### src/design/filter_bank_best_match_top_macros.svh
`ifndef FILTER_BANK_BEST_MATCH_TOP_MACROS_SVH
`define FILTER_BANK_BEST_MATCH_TOP_MACROS_SVH

// same-cycle implication
`define FBBM_ASSERT_NOW(label, clk, rst, ante, cons) \
   label: assert property (@(posedge clk) disable iff (rst) (ante) |-> (cons)) \
      else $error("assertion failed");

// next-cycle implication
`define FBBM_ASSERT_NEXT(label, clk, rst, ante, cons) \
   label: assert property (@(posedge clk) disable iff (rst) (ante) |=> (cons)) \
      else $error("assertion failed");

`endif

### src/design/fbbm_pkg.sv
package fbbm_pkg;

   localparam int FILTER_COUNT = 100;
   localparam int WINDOW_SIDE  = 3;
   localparam int TAPS         = WINDOW_SIDE * WINDOW_SIDE;
   localparam int MAX_WIDTH    = 2048;
   localparam int HEIGHT_LIMIT = 2048;
   localparam int COEFF_COUNT  = FILTER_COUNT * TAPS;

   localparam int COL_W = $clog2(MAX_WIDTH);
   localparam int ROW_W = $clog2(HEIGHT_LIMIT);
   localparam int FIL_W = (FILTER_COUNT > 1) ? $clog2(FILTER_COUNT) : 1;
   localparam int CFG_W = 12;
   localparam int CMP_W = ((COL_W + 1) > CFG_W) ? (COL_W + 1) : CFG_W;
   localparam int CSR_IDX_W = 2;

   localparam logic [CSR_IDX_W-1:0] REG_IMAGE_WIDTH  = CSR_IDX_W'(0);
   localparam logic [CSR_IDX_W-1:0] REG_IMAGE_HEIGHT = CSR_IDX_W'(1);

   localparam logic OP_PIXEL = 1'b0;
   localparam logic OP_COEFF = 1'b1;

   localparam logic [CFG_W-1:0] RESET_WIDTH  = CFG_W'(640);
   localparam logic [CFG_W-1:0] RESET_HEIGHT = CFG_W'(480);

   typedef struct packed {
      logic              opcode;
      logic signed [15:0] pixel_value;
      logic [9:0]        coeff_index;
      logic signed [15:0] coeff_value;
   } req_type;

   typedef struct packed {
      logic [10:0] center_row;
      logic [10:0] center_col;
      logic [6:0]  best_filter;
      logic [33:0] best_magnitude;
   } rsp_type;

   typedef struct packed {
      logic             pix_take;
      logic             coef_take;
      logic             line_step;
      logic             issue;
      logic [FIL_W-1:0] issue_idx;
      logic             rsp_load;
   } dp_cmd_type;

   typedef struct packed {
      logic emit;
      logic pipe_busy;
      logic rsp_free;
   } dp_sts_type;

endpackage

### src/design/fbbm_ctrl.sv
module fbbm_ctrl (
   input  logic                clock,
   input  logic                reset,
   input  logic                req_valid,
   input  logic                req_opcode,
   output logic                req_ready,
   input  fbbm_pkg::dp_sts_type sts,
   output fbbm_pkg::dp_cmd_type cmd
);
   import fbbm_pkg::*;

   localparam logic [2:0] S_IDLE  = 3'd0;
   localparam logic [2:0] S_READ  = 3'd1;
   localparam logic [2:0] S_STEP  = 3'd2;
   localparam logic [2:0] S_RUN   = 3'd3;
   localparam logic [2:0] S_DRAIN = 3'd4;
   localparam logic [2:0] S_EMIT  = 3'd5;

   logic [2:0]       state_ff, state_in;
   logic [FIL_W-1:0] fil_ff, fil_in;

   always_comb begin
      state_in = state_ff;
      fil_in   = fil_ff;
      cmd      = '0;
      req_ready = 1'b0;
      case (state_ff)
         S_IDLE: begin
            req_ready = 1'b1;
            if (req_valid) begin
               if (req_opcode == OP_PIXEL) begin
                  cmd.pix_take = 1'b1;
                  state_in = S_READ;
               end else begin
                  cmd.coef_take = 1'b1;
               end
            end
         end
         S_READ: state_in = S_STEP;
         S_STEP: begin
            cmd.line_step = 1'b1;
            fil_in = '0;
            state_in = sts.emit ? S_RUN : S_IDLE;
         end
         S_RUN: begin
            cmd.issue     = 1'b1;
            cmd.issue_idx = fil_ff;
            fil_in = fil_ff + FIL_W'(1);
            if (fil_ff == FIL_W'(FILTER_COUNT - 1)) begin
               state_in = S_DRAIN;
            end
         end
         S_DRAIN: begin
            if (!sts.pipe_busy) begin
               state_in = S_EMIT;
            end
         end
         S_EMIT: begin
            if (sts.rsp_free) begin
               cmd.rsp_load = 1'b1;
               state_in = S_IDLE;
            end
         end
         default: state_in = S_IDLE;
      endcase
   end

   always_ff @(posedge clock) begin
      if (reset) begin
         state_ff <= S_IDLE;
         fil_ff   <= '0;
      end else begin
         state_ff <= state_in;
         fil_ff   <= fil_in;
      end
   end
endmodule

### config.mk
export PLATFORM = sky130hd
export DESIGN_NAME = fbbm_ctrl
export DESIGN_NICKNAME = d
export VERILOG_FILES = /design/src/design/filter_bank_best_match_top_macros.svh /design/src/design/fbbm_pkg.sv /design/src/design/fbbm_ctrl.sv
export SDC_FILE = /design/constraint.sdc
export NUM_CORES = 1
export LEC_CHECK = 0
export BUFFER_PORTS_ARGS = -buffer_cell sky130_fd_sc_hd__clkbuf_2
export CAP_MARGIN = 20
export CORE_MARGIN = 10
export CORE_UTILIZATION = 48
export DETAILED_ROUTE_END_ITERATION = 16
export PLACE_DENSITY = 0.83
export SETUP_SLACK_MARGIN = 0.5
export SYNTH_ARGS = -nofsm -noshare
export SYNTH_HDL_FRONTEND = slang
export SYNTH_SLANG_ARGS = --single-unit
### constraint.sdc
create_clock -name clock -period 1.8 [get_ports clock]
set_clock_uncertainty 0.05 [all_clocks]
set_input_delay 0.27 -clock clock [delete_from_list [all_inputs] [get_ports clock]]
set_output_delay 0.27 -clock clock [all_outputs]
set_load 0.01 [all_outputs]
Word-level counts from Yosys, hierarchy flattened
Index checks and enable logic that the tools add are counted.

Output and inout port bits: 13. Register bits after elaboration: 10. Bits of input ports: 7.

Multiplexer cells: 17. Equality and inequality tests: 11. $add $sub $neg: 1. Reduce and logical (&&, ||, !) cells: 3.

Operator list (number): $pmux W3 S6 (1); $mux W3 (5); $pmux W7 S2 (1); $ne A2 B2 Y1 const B (5); $mux W8 (1); $add A7 B1 Y7 const B (1); $eq A7 B7 Y1 const B (1); $eq A3 B2 Y1 const B (2); $eq A3 B3 Y1 const B (2); $mux W1 (6); $mux W2 (3); $reduce_and A5 Y1 (1); $eq A3 B1 Y1 const B (1); $logic_not A3 Y1 (1); $reduce_bool A2 Y1 (1).

Logic depth before layout (Yosys ltp)
Word-level depth: 3. Depth in mapped cells: 6.

Worst setup path after synthesis
No wires, ideal clock.

Path kind: register to register. Start: register fil_ff[0]. End: register state_ff[1]. Arrival: 1.338 ns. Required time: 1.630 ns. Clock period less this slack: 1.508 ns. Path slack: 0.292 ns. Path buffers: 0. Cell stages (with the launch flop): 6. Path through: dfxtp_1 ha_1 nand2_2 nor4_4 o22ai_1 o31a_1.

Word-level cells in the longest chain between the ends: 3.

Ends and longest elaborated chain: start: declaration (line fbbm_ctrl.sv:20) `logic [FIL_W-1:0] fil_ff, fil_in;`; start signal: assignment (line fbbm_ctrl.sv:74) `fil_ff <= fil_in;`; $eq A7 B7 Y1 (line fbbm_ctrl.sv:49) `if (fil_ff == FIL_W'(FILTER_COUNT - 1)) begin`; $ne A2 B2 Y1 (no line); $reduce_and A5 Y1 (no line); end signal: assignment (line fbbm_ctrl.sv:73) `state_ff <= state_in;`; end: declaration (line fbbm_ctrl.sv:19) `logic [2:0] state_ff, state_in;`.

Every way passes these cells. A chain may end at the register's enable or synchronous reset.

==> results.cfg <==
[global_routing]
top_usage_layer = met2
use_met2 = 0.226
grt_usage = 0.132
grt_max_degree = 11
grt_util_met1 = 0.128
grt_antenna_before_repair = 0
grt_first_pass_wirelength_um = 3480
grt_overflow_total = 0
grt_pass1_vias = 769
use_met3 = 0.0607

[yosys]
synth_cell_types = 29
ys_warn_count = 0
synth_seq_cells = 10
synth_area_sq_um = 653
synth_area_per_cell_sq_um = 7.42
ys_seq_area_frac = 0.307
netlist_instances = 88
syn-num-nets = 96

[power]
p_leak_nw = 0.434
power_w = 0.000666
power_density_nw_per_um2 = 619
worst_ir_drop_vdd_mv = 0.604

[critical_path]
crit_arrival_ns = 1.38
critical_path_class = flop to output port
worstSetupStartpointType = flop
cp-end-kind = output port
worstPathRequired_ns = 1.48
crit_path_max_fanout = 6

[layout]
antennaDiodeCount = 0
synthToLayoutAreaGrowth_pct = 64.8
final_common_cell = buf_4
nets = 129
drive_gt1_frac = 0.567
mostFrequentLayoutCells = 10 x buf_4, 9 x nand2_1, 9 x buf_6, 8 x nor2_1, 8 x clkbuf_2

[detailed_routing]
vias = 839
via_per_inst = 6.21
drc = 0
antenna_left = 0
drtIter0Drc = 32
drt-pass1-iter-count = 4
routed_wl_um = 2560
avgRoutedWirePerCell_um = 19.0

[run_status]
status = finished, final reports clean

[place]
hpwl_um = 1340
place.gp.congestion = 0.822
io_buffers = 19

[die]
core_sq_um = 1280
die-area_sq_um = 3240
fp.dieH_um = 56.9
io_pins = 20
rows = 13
dieWidth_um = 56.9
start_util = 0.508

[worst_hold_path]
hp-class = input port to flop

[sta]
grt_setup_unrepaired = yes
tightest_slew_ns = 0.367
hold_viol = 0
tns_ns = 0
fmax_mhz = 587
setup_viol = 0
maxSlewViolCount = 0
relSlewSlack = 0.755
fin_crit_ns = 1.70
period_share = 0.946

[clocking]
clock-root-buffer = clkbuf_4
cts_htree_levels = 1
worstSkewPairLatency_ns = 0.29
cts.sinks = 10
clockBufferDepth = 2
cts_tree = yes
clk_pin_slew_ns = 0.08
postCtsHoldBufs = 0
numCtsBuffers = 3

[run]
drv_cap = 0
kinds of logic (layout without fill, tap and decap cells):
logic type / Yosys count / after routing / synth area share
compound gates: 21 / 21 / 0.197
fa+ha+maj: 1 / 1 / 0.0192
flops: 10 / 10 / 0.307
buf+inv: 9 / 41 / 0.0689
simple gates: 47 / 47 / 0.408
layer usage:
metal,share of wire,vias to the layer above
met5,0,-
met4,0.053,0
met3,0.10,17
li1,-,375
met2,0.49,54
met1,0.36,393
critical path: stages (launching register included):
cell and delay [ns]:
dfxtp_4 0.34, nand3b_1 0.30, inv_2 0.20, and2_4 0.17, buf_6 0.10
registers in the layout, summed over array words and instances (netlist names):
name and cells:
fil_ff 7, state_ff 3
worst paths after layout:
check / from / slack (ns) / cells after the start / end
max: state_ff[2]$_SDFFE_PP0P_ / 0.1 / 4 / cmd[3]
min: reset / 0.26 / 2 / fil_ff[0]$_SDFFE_PP0P_
max reg2reg: fil_ff[1]$_SDFFE_PP0P_ / 0.33 / 5 / state_ff[1]$_SDFFE_PP0P_
min reg2reg: fil_ff[6]$_SDFFE_PP0P_ / 0.48 / 2 / fil_ff[6]$_SDFFE_PP0P_
synth_stat cells (all sizes together):
library cell / number / area, sq um
and2: 9 / 57.6
a2111oi: 1 / 8.76
nand3b: 2 / 15.0
nor2: 8 / 30.0
o31a: 1 / 8.76
nor2b: 1 / 6.26
nand3: 5 / 25.0
o21a: 1 / 7.51
buf: 5 / 30.0
dfxtp: 10 / 200
nor3b: 1 / 7.51
nand2b: 2 / 20.0
nor4: 1 / 21.3
and3: 2 / 12.5
nand2: 10 / 40.0
a21oi: 10 / 50.1
nor3: 5 / 25.0
a22oi: 1 / 7.51
o221ai: 2 / 17.5
ha: 1 / 12.5
o21ai: 3 / 15.0
a211oi: 1 / 7.51
o22ai: 1 / 6.26
or3: 1 / 6.26
inv: 4 / 15.0
where the power goes:
| part | total, W | internal, W | switching (W) | leakage (nW) |
|---|---|---|---|---|
| logic | 0.000210 | 0.000102 | 0.000108 | 0.328 |
| clock network | 0.000216 | 0.000123 | 0.0000929 | 0.0210 |
| registers | 0.000240 | 0.000226 | 0.0000136 | 0.0852 |
final cells by class:
type / count / area, sq um
Timing Repair inverter: 1 / 7.51
Multi-Input combinational cell: 69 / 527
Clock buffer: 4 / 36.3
Timing Repair Buffer: 32 / 251
Tap cell: 15 / 18.8
Inverter: 4 / 15.0
Sequential cell: 10 / 220
Fill cell: 63 / 209
metrics by stage:
step           setup WS (ns)   util  hold slack [ns]  instances  cell area, sq um
6_report              0.0964  0.837            0.256        135              1080
5_1_grt               0.0369  0.837            0.274        135              1080
4_1_cts                0.164  0.742            0.267        134               953
3_5_place_dp           0.251  0.601            0.460        118               772
3_3_place_gp           0.307  0.601            0.445        118               772
2_1_floorplan          0.490      -            0.416         88               687
timing repair:
item,in CTS,in global routing
buffers inserted,11,1
setup endpoints to repair,18,23
gates resized for setup,20,39
endpoints found under the hold margin,0,0
pin swaps,9,7
gates cloned,1,0
No activity file was read; power rests on OpenSTA's default activity.
